[src/rtl/cfkis_pkg.sv]
// Shared types, constants and the case-fold function of the key insertion sorter.
package cfkis_pkg;

  localparam int KEY_BYTES = 16;
  localparam int KEY_W     = 8 * KEY_BYTES;
  localparam int HALF_W    = KEY_W / 2;

  localparam logic [7:0] ASCII_UPPER_A = 8'h41;
  localparam logic [7:0] ASCII_UPPER_Z = 8'h5A;
  localparam logic [7:0] CASE_OFFSET   = 8'd32;

  // Key bytes: byte 0 sits in the top eight bits, head half above tail half.
  typedef logic [KEY_W-1:0] key_t;

  // Input stage contents: canonical key, its folded copy and the end marker.
  typedef struct packed {
    logic vld;
    logic set_end;
    key_t key;
    key_t fold;
  } stg_t;

  // Per-cell load selects, decided by the chain controller.
  typedef struct packed {
    logic ins_new;
    logic take_prev;
    logic take_next;
  } cell_ctl_t;

  // Fold ASCII upper case letters to lower case, byte by byte.
  function automatic key_t fold_key(input key_t k);
    key_t       f;
    logic [7:0] b;
    f = k;
    for (int i = 0; i < KEY_BYTES; i++) begin
      b = k[KEY_W-1-8*i -: 8];
      if (b >= ASCII_UPPER_A && b <= ASCII_UPPER_Z) begin
        f[KEY_W-1-8*i -: 8] = b + CASE_OFFSET;
      end
    end
    return f;
  endfunction

endpackage

[src/rtl/cfkis_cell.sv]
// One sorter cell: holds a key, compares it with the incoming key, shifts either way.
module cfkis_cell
  import cfkis_pkg::*;
(
  input  logic      clk,
  input  logic      rst_n,
  input  cell_ctl_t ctl,
  input  logic      desc,
  input  key_t      new_key,
  input  key_t      new_fold,
  input  key_t      prev_key,
  input  key_t      next_key,
  input  logic      next_vld,
  output key_t      key,
  output logic      vld,
  output logic      move
);

  key_t key_r;
  logic vld_r;
  key_t own_fold;

  assign own_fold = fold_key(key_r);
  // Move up past the new key when it must rank ahead of this one.
  assign move     = desc ? (own_fold < new_fold) : (own_fold > new_fold);

  always_ff @(posedge clk) begin
    if (!rst_n) begin
      vld_r <= 1'b0;
    end else if (ctl.take_next) begin
      vld_r <= next_vld;
    end else if (ctl.ins_new || ctl.take_prev) begin
      vld_r <= 1'b1;
    end
    if (ctl.take_next) begin
      key_r <= next_key;
    end else if (ctl.ins_new) begin
      key_r <= new_key;
    end else if (ctl.take_prev) begin
      key_r <= prev_key;
    end
  end

  assign key = key_r;
  assign vld = vld_r;

endmodule

[config.mk]
export PLATFORM = sky130hd
export DESIGN_NAME = cfkis_cell
export DESIGN_NICKNAME = d
export VERILOG_FILES = /design/src/rtl/cfkis_pkg.sv /design/src/rtl/cfkis_cell.sv
export SDC_FILE = /design/constraint.sdc
export NUM_CORES = 1
export LEC_CHECK = 0
export BUFFER_PORTS_ARGS = -buffer_cell sky130_fd_sc_hd__buf_2
export CORE_AREA = 10 10 246 248
export CTS_CLUSTER_SIZE = 10
export DETAILED_ROUTE_END_ITERATION = 16
export DIE_AREA = 0 0 256 258
export SYNTH_ARGS = -nofsm -noshare
export SYNTH_HDL_FRONTEND = slang
export SYNTH_SLANG_ARGS = --single-unit
export TNS_END_PERCENT = 10
[constraint.sdc]
create_clock -name clk -period 4.4 [get_ports clk]
set_input_delay 0.22 -clock clk [delete_from_list [all_inputs] [get_ports clk]]
set_output_delay 0.22 -clock clk [all_outputs]
set_load 0.005 [all_outputs]
==> results.cfg <==
[cts]
cts_buffers = 17
cts_tree = built
clk_latency_ns = 0.47
cts-htree-levels = 4
clockBufferDepth = 2
clock-sinks = 129
root_buffer = clkbuf_16
clk_pin_slew_ns = 0.06

[worst_hold_path]
hp-class = input pin to flip-flop
whs_endpoint = key[16]$_DFFE_PP_
min_from = next_key[16]
holdPathStages = 3

[synth]
synth_top_area_share = 0.356
seq_area_frac_synth = 0.358
syn_avg_cell_area_um2 = 9.28
yosysMostFrequentCell = nand2_1
syn_area_um2 = 10800
synth_nets = 1825
ys_types = 46
synthFlopType = edfxtp_1
synth_area_leaders = edfxtp_1 36%, ha_1 17%, mux2i_1 12%, o21ai_0 6.3%, nand2_1 6.0%
async_reset_ff_frac = 0
ys_seq_elements = 129
yosys_warnings = 0
yosys.area.top_type = edfxtp_1
ys_top_cells_by_count = 173 x nand2_1, 144 x ha_1, 135 x o21ai_0, 133 x inv_1
synthCells = 1162
synth_edf_count = 128

[sta]
fmaxAchievable_mhz = 231
skew_ns = 0
period_share = 0.982
drv_slew = 0
worstMarginPinSlew_ns = 0.805
hold_viol = 0
finalSetupViolCount = 0
grt_setup_unrepaired = yes
fin_ws_ns = 0.0784
min_period_ns = 4.32
setup_tns_ns = 0
slew_headroom = 0.463

[worst_setup_path]
cp.required_ns = 4.18
crit_chain = or4_1, o22ai_2, nor4b_2, or2_4, ha_4, nand4_1, or4_4, a21oi_2, or4b_4, a2111oi_4, buf_4, o221ai_2, mux2_4, buf_6
cp_max_fo = 3
cp_data_arrival_time_ns = 4.10
cp_slowest_stage_delay_ns = 0.55
crit_path_start_kind = flip-flop
r2r_slack_ns = 3.21
worst_setup_path_end_kind = output port
rr_endpoint = vld$_SDFFE_PN0P_
slowest_stage = or4_1
rr_startpoint = vld$_SDFFE_PN0P_
worstSetupPathType = flip-flop to output port
r2r_cells = 2

[global_route]
grt_max_degree = 130
grt_pass1_vias = 12845
grt_antenna_before_repair = 4
grt_pass1_wl_um = 77600
track_usage = 0.154
grt-ovfl-total = 0

[place]
port_buffers = 648
preCtsSetupSlack_ns = -0.0618
dp_hpwl_um = 44000
gp_congestion = 0.971
placed_cells = 2542

[routing]
wl_um = 52500
num_vias = 11702
wire_per_inst_um = 19.9
drtAntennaViolNets = 0
drt_pass1_iterations = 5
vias_per_cell = 4.42
dr.first_iter.drc_count = 498
post-route-drc-count = 0

[floorplan]
dieHeight_um = 258
core-area_um2 = 55700
fp.dieArea_um2 = 66000
rows = 87
dieWidth_um = 256
ios = 649
initial_core_util = 0.194

[flow_run]
max_cap_violations = 0

[cells_and_area]
layout-drive-gt1-share = 0.420
stdcell_count = 2645
syn2layout_area_growth_pct = 53.7
fin_nets = 2538

[outcome]
status = completed

[power_and_ir_drop]
peakVddDrop_v = 0.000302
p_per_area_nw_per_um2 = 280
p_leak_uw = 0.00849
## kinds of logic after synthesis
group,count (synthesis),share of synthesized area
simple gates,294,0.134
flops,129,0.358
mux,129,0.120
fa+ha+maj,144,0.167
compound gates,290,0.160
buf+inv,176,0.0612
## critical path: cells and delay by family, from the launching register on
| kind | cells | cell delay [ns] |
|---|---|---|
| flops | 1 | 0.41 |
| compound gates | 4 | 0.68 |
| simple gates | 6 | 1.69 |
| fa+ha+maj | 1 | 0.21 |
| mux | 1 | 0.31 |
| buf+inv | 2 | 0.31 |
## layout by cell type, fill, tap and decap left out, drive strengths merged, types with 3 or more instances in the layout
cell | netlist | layout
nor4b | 16 | 16
nand4 | 25 | 25
clkbuf | 34 | 19
dlygate4sd3 | 0 | 43
inv | 133 | 133
edfxtp | 128 | 128
clkinv | 0 | 7
a21o | 29 | 29
nor4 | 3 | 3
nor3 | 7 | 7
nor2 | 7 | 7
ha | 144 | 144
o22ai | 17 | 17
mux2i | 128 | 128
buf | 9 | 694
or2 | 16 | 16
or4 | 18 | 18
o21ai | 139 | 139
o41a | 16 | 16
clkinvlp | 0 | 4
nand2 | 173 | 173
a21oi | 69 | 69
a221oi | 5 | 5
and4 | 3 | 3
nand3 | 19 | 19
## through the flow
step | util | cell area, µm² | hold WS, ns | total power (µW)
after floorplan | - | 10800 | 0.367 | 2340
after global placement | 0.269 | 15000 | 0.479 | 3030
after detailed placement | 0.269 | 15000 | 0.488 | 3080
after CTS | 0.297 | 16500 | 0.000217 | 4730
after global routing | 0.298 | 16600 | 0.0204 | 4960
final | 0.298 | 16600 | 0.0454 | 4650
## area by class of cell
cell class	count	area, µm²
well taps	756	946
clock buffers	19	443
multi-input cells	857	6610
repair buffers	737	4080
inverters	133	499
clock inverters	13	140
diodes	1	2.50
fillers	5924	39100
flip-flops and latches	129	3860
## registers in the layout (all words and copies together) (netlist names)
signal and cells:
vld 1, key 128
## worst max path at each step
stage                                  start          endpoint  cells past startpoint
final                       key[8]$_DFFE_PP_              move                     14
after detailed placement   key[58]$_DFFE_PP_              move                     14
after CTS                   key[8]$_DFFE_PP_              move                     14
after global placement     key[58]$_DFFE_PP_              move                     14
after global routing      key[123]$_DFFE_PP_              move                     13
after floorplan                       ctl[0]  vld$_SDFFE_PN0P_                      3
## where the power goes
group,switching [µW],leakage [µW],internal [µW]
logic,753,0.00685,742
clock network,622,0.000275,846
registers,161,0.00136,1530
## timing repair
action,in CTS,in global routing
cloned,0,0
buffers inserted,27,1
endpoints found under the setup margin,1,1
gates resized for setup,52,6
pin swaps,33,11
hold buffers,43,0
hold endpoints to repair,42,0
## layer usage
layer / GRT usage / part of all wire / up-vias
met2: 0.276 / 0.50 / 494
met3: 0.0513 / 0.074 / 48
met1: 0.169 / 0.40 / 5450
li1: - / - / 5710
met5: 0 / 0 / -
met4: 0.0483 / 0.022 / 0
Power figures use the tool's default switching activity.
