--- src/rtl/cfkis_pkg.sv ---
// Shared types, constants and the case-fold function of the key insertion sorter.
package cfkis_pkg;

  localparam int KEY_BYTES = 16;
  localparam int KEY_W     = 8 * KEY_BYTES;
  localparam int HALF_W    = KEY_W / 2;

  localparam logic [7:0] ASCII_UPPER_A = 8'h41;
  localparam logic [7:0] ASCII_UPPER_Z = 8'h5A;
  localparam logic [7:0] CASE_OFFSET   = 8'd32;

  // Key bytes: byte 0 sits in the top eight bits, head half above tail half.
  typedef logic [KEY_W-1:0] key_t;

  // Input stage contents: canonical key, its folded copy and the end marker.
  typedef struct packed {
    logic vld;
    logic set_end;
    key_t key;
    key_t fold;
  } stg_t;

  // Per-cell load selects, decided by the chain controller.
  typedef struct packed {
    logic ins_new;
    logic take_prev;
    logic take_next;
  } cell_ctl_t;

  // Fold ASCII upper case letters to lower case, byte by byte.
  function automatic key_t fold_key(input key_t k);
    key_t       f;
    logic [7:0] b;
    f = k;
    for (int i = 0; i < KEY_BYTES; i++) begin
      b = k[KEY_W-1-8*i -: 8];
      if (b >= ASCII_UPPER_A && b <= ASCII_UPPER_Z) begin
        f[KEY_W-1-8*i -: 8] = b + CASE_OFFSET;
      end
    end
    return f;
  endfunction

endpackage

--- src/rtl/cfkis_canon.sv ---
// Input stage: clear bytes past the key end and register the key with its folded copy.
module cfkis_canon
  import cfkis_pkg::*;
#(
  parameter int MAX_BYTES = 16
) (
  input  logic        clk,
  input  logic        rst_n,
  input  logic        load,
  input  logic [63:0] key_head,
  input  logic [63:0] key_tail,
  input  logic        set_end,
  output stg_t        stg
);

  key_t                 raw;
  key_t                 canon;
  logic [KEY_BYTES-1:0] zflag;
  logic [KEY_BYTES-1:0] kill;
  stg_t                 stg_r;

  assign raw = {key_head, key_tail};

  // A byte is dropped when any earlier byte ends the key or when it lies at or past MAX_BYTES.
  always_comb begin
    for (int i = 0; i < KEY_BYTES; i++) begin
      zflag[i] = (raw[KEY_W-1-8*i -: 8] == 8'd0) || (i >= MAX_BYTES);
    end
    for (int i = 0; i < KEY_BYTES; i++) begin
      kill[i] = (i >= MAX_BYTES);
      for (int j = 0; j < i; j++) begin
        kill[i] = kill[i] | zflag[j];
      end
    end
    canon = raw;
    for (int i = 0; i < KEY_BYTES; i++) begin
      if (kill[i]) begin
        canon[KEY_W-1-8*i -: 8] = 8'd0;
      end
    end
  end

  always_ff @(posedge clk) begin
    if (!rst_n) begin
      stg_r.vld <= 1'b0;
    end else begin
      stg_r.vld <= load;
    end
    if (load) begin
      stg_r.set_end <= set_end;
      stg_r.key     <= canon;
      stg_r.fold    <= fold_key(canon);
    end
  end

  assign stg = stg_r;

endmodule

--- config.mk ---
export PLATFORM = sky130hd
export DESIGN_NAME = cfkis_canon
export DESIGN_NICKNAME = d
export VERILOG_FILES = /design/src/rtl/cfkis_pkg.sv /design/src/rtl/cfkis_canon.sv
export SDC_FILE = /design/constraint.sdc
export NUM_CORES = 1
export LEC_CHECK = 0
export ABC_CLOCK_PERIOD_IN_PS = 6950
export BUFFER_PORTS_ARGS = -buffer_cell sky130_fd_sc_hd__buf_2
export CORE_AREA = 2 2 149 151
export DETAILED_ROUTE_END_ITERATION = 12
export DIE_AREA = 0 0 151 153
export PLACE_DENSITY = 0.7
export SLEW_MARGIN = 20
export SYNTH_ARGS = -nofsm -noshare
export SYNTH_HDL_FRONTEND = slang
export SYNTH_SLANG_ARGS = --single-unit
--- constraint.sdc ---
create_clock -name clk -period 6.95 [get_ports clk]
set_input_delay 1.39 -clock clk [delete_from_list [all_inputs] [get_ports clk]]
set_output_delay 1.39 -clock clk [all_outputs]
set_load 0.01 [all_outputs]
==> metrics.txt <==
I/O pins 390; share of synthesized area occupied by flip-flops and latches 62.3%; critical-path maximum fanout 44; M3 GR Usage 4.81%; largest net degree at the start of global routing 87; Hold Buf Count CTS 0; clock period minus worst slack 4.48 ns; # DRC 0; synthesized area per cell 12.4 um^2; Max Clock Freq 223 MHz; met1 GRT Util 22.1%; via count of the first global-routing pass 5,979; H-Tree Depth 4; count of warnings emitted by yosys 0; number of vias in the routed layout 6,440; post-synthesis register bit count 178; total power divided by cell area 246 mW/mm^2; vertical extent of the die 153 um; post-cts gate resize count 0; post-synth top area cell edfxtp_1; startpoint type of the worst setup path input port; tightest slew margin relative to the limit 35.0%; main combinational cell family by area after synthesis simple AND/OR/NAND/NOR gates; clock slew seen by the registers of the worst setup and hold paths 0.07 ns; hold violation count in the final report 0; Crit path arrival time 4.62 ns; top cells by count, synth edfxtp_1 (177), buf_4 (83), nor3_1 (68), and2_1 (52), nor2_1 (36); initial antenna violation count 2; distinct cell type count after synthesis 43; Sequential Power Share 49.8%; flip-flop count of the largest register, all copies and words added 178; Critical Path Source key_head[36]; share of synthesized cell area in and, or, nand and nor gates 20.2%; leading post-synthesis cells by cell area edfxtp_1 (62%), buf_4 (7.3%), nor3_1 (4.0%); 1st-iter DRT viols 306; aggregate negative setup slack 0 ns; Post-synth EDFFs 177; post-detailed-route count of antenna-violating nets 0; share of the synthesized area in the top cell type 62.1%; Worst Setup End Kind register; number of cells produced by synthesis 692; hold path startpoint set_end; first drt pass iteration count 5; wire length reported by the detailed router 21,700 um; number of filler cells placed in the layout 1,941; Period Utilization, post-route 64.5%; internal portion of total power 1.95 mW; net count after synthesis 840; total of buffers placed on input and output ports 389; via density per instance 4.95; standard cell core area 0.0215 mm^2; Root Buffer clkbuf_16; worst voltage drop across the vdd grid 0.144 mV; part of the power in combinational logic 14.6%; primary flip-flop cell chosen by synthesis mapping edfxtp_1; Worst Max-Slew Pin Slew 0.967 ns; Post-CTS Setup Bufs 0; Worst Setup Path Type in2reg; Leakage Power 4.69 nW; class of the tightest hold or removal check in2reg; mux contribution to synthesized area 0%; CTS tree yes; Design Power 2.65 mW; highest-utilization routing layer at the global route stage met2; non-filler instance count after layout 1,300; net load switching power 0.694 mW; adder and majority cell fraction of the synthesized area 2.34%; initial standard-cell utilization of the core 39.9%; routed length per instance 16.7 um; RSZ-0062 raised after global routing false; required time reported for the critical path endpoint 7.08 ns; floorplan die area 0.0231 mm^2; outcome completed; aggregate global routing overflow 0; Post-DP HPWL 16,600 um; proportion of synthesized flip-flops having asynchronous set or reset 0%; most common cell in the netlist edfxtp_1; first-pass GRT wire length 32,300 um; part of the power in the clock network 35.5%; Final Setup Violations 0; RD Place Congestion 0.822; Global Route met2 Usage 31.9%; # Max-Cap Violations 0; area fraction in compound gates after synthesis 4.79%; area share of xor/xnor cells in the synthesized design 0%; num rows 54; overall fraction of global-route tracks in use 18.4%; # nets final 1,153; die span in x 151 um; CTS buffer count 17; fraction of final layout cells sized beyond drive strength 1 43.8%; number of buffers between clock root and the deepest sink 2; Syn-to-layout area delta 25.9%; Final Slew Violations 0; clk sink count 178; placed cell count 1,265; net switching fraction of the power 26.2%; synthesized area 0.00857 mm^2
==> layout make-up <==
type / count / area (um^2) / share of cell area [%]
clock buffers: 17 / 425 / 3.95
flip-flops and latches: 178 / 5340 / 49.5
multi-input cells: 378 / 2360 / 21.9
inverters: 32 / 120 / 1.11
diodes: 2 / 5.00 / 0.0464
well taps: 280 / 350 / 3.25
repair buffers: 398 / 2040 / 18.9
clock inverters: 15 / 146 / 1.36
==> stage by stage <==
| step | utilization (%) | setup WS (ns) | cell area (um^2) | hold WS (ns) |
|---|---|---|---|---|
| after global routing | 50.2 | 2.35 | 10800 | 1.13 |
| after detailed placement | 47.4 | 2.05 | 10200 | 1.58 |
| after CTS | 50.0 | 2.51 | 10700 | 1.12 |
| final | 50.2 | 2.47 | 10800 | 1.15 |
| after global placement | 47.4 | 2.10 | 10200 | 1.58 |
| after floorplan | - | 3.17 | 8570 | 1.49 |
==> worst max-delay path, stage by stage <==
cell	delay, ns
buf_2	0.10
or4_1	0.61
nor3_1	0.63
a21o_1	0.26
or4_2	0.76
nor3_1	0.16
ha_1	0.33
nor4_1	0.25
nor4_1	0.07
==> logic make-up (layout without fill, tap and decap cells) <==
| group | Yosys count | in the layout |
|---|---|---|
| AOI/OAI and AO/OA | 66 | 66 |
| adders and majority gates | 16 | 16 |
| and+or+nand+nor | 296 | 296 |
| DFF | 178 | 178 |
| buffers and inverters | 136 | 462 |
| other | 0 | 2 |
==> layer usage <==
metal / share of wire, % / wire length (um) / up-vias
li1: - / - / 3109
met4: 1.9 / 406 / 0
met2: 51 / 11000 / 279
met3: 7.4 / 1600 / 28
met1: 40 / 8670 / 3024
met5: 0 / 0 / -
==> worst paths after layout <==
kind | end | slack, ns | cells after the start
worst max-delay path | stg[14] | 2.47 | 9
worst min-delay path | stg[256] | 1.15 | 1
==> cells in the final DEF (no fill, tap or decap), drive strengths merged, types with 2 or more instances in the layout <==
| master | netlist | layout |
|---|---|---|
| nor3b | 10 | 10 |
| nand2b | 5 | 5 |
| o31ai | 2 | 2 |
| a21oi | 24 | 24 |
| nor4 | 16 | 16 |
| nand3 | 4 | 4 |
| o21ai | 6 | 6 |
| o22ai | 7 | 7 |
| edfxtp | 177 | 177 |
| a21o | 4 | 4 |
| nor2 | 36 | 36 |
| clkinvlp | 0 | 3 |
| inv | 32 | 40 |
| or3 | 9 | 9 |
| nor2b | 4 | 4 |
| clkbuf | 5 | 17 |
| buf | 99 | 398 |
| nor3 | 68 | 68 |
| clkinv | 0 | 3 |
| nor4b | 14 | 14 |
| diode | 0 | 2 |
| a31oi | 7 | 7 |
| ha | 16 | 16 |
| and2 | 53 | 53 |
| nand2 | 35 | 35 |
| and3 | 18 | 18 |
| a211oi | 3 | 3 |
| or2 | 4 | 4 |
| or4 | 19 | 19 |
| o21a | 7 | 7 |
==> power by group through the flow <==
stage | logic [mW] | registers, mW | clock network [mW]
after floorplan | 0.162 | 1.39 | 0
after global placement | 0.383 | 1.34 | 0
after detailed placement | 0.390 | 1.34 | 0
after CTS | 0.390 | 1.32 | 0.964
after global routing | 0.425 | 1.33 | 1.00
final | 0.388 | 1.32 | 0.941
(Power assumes the default switching activity.)
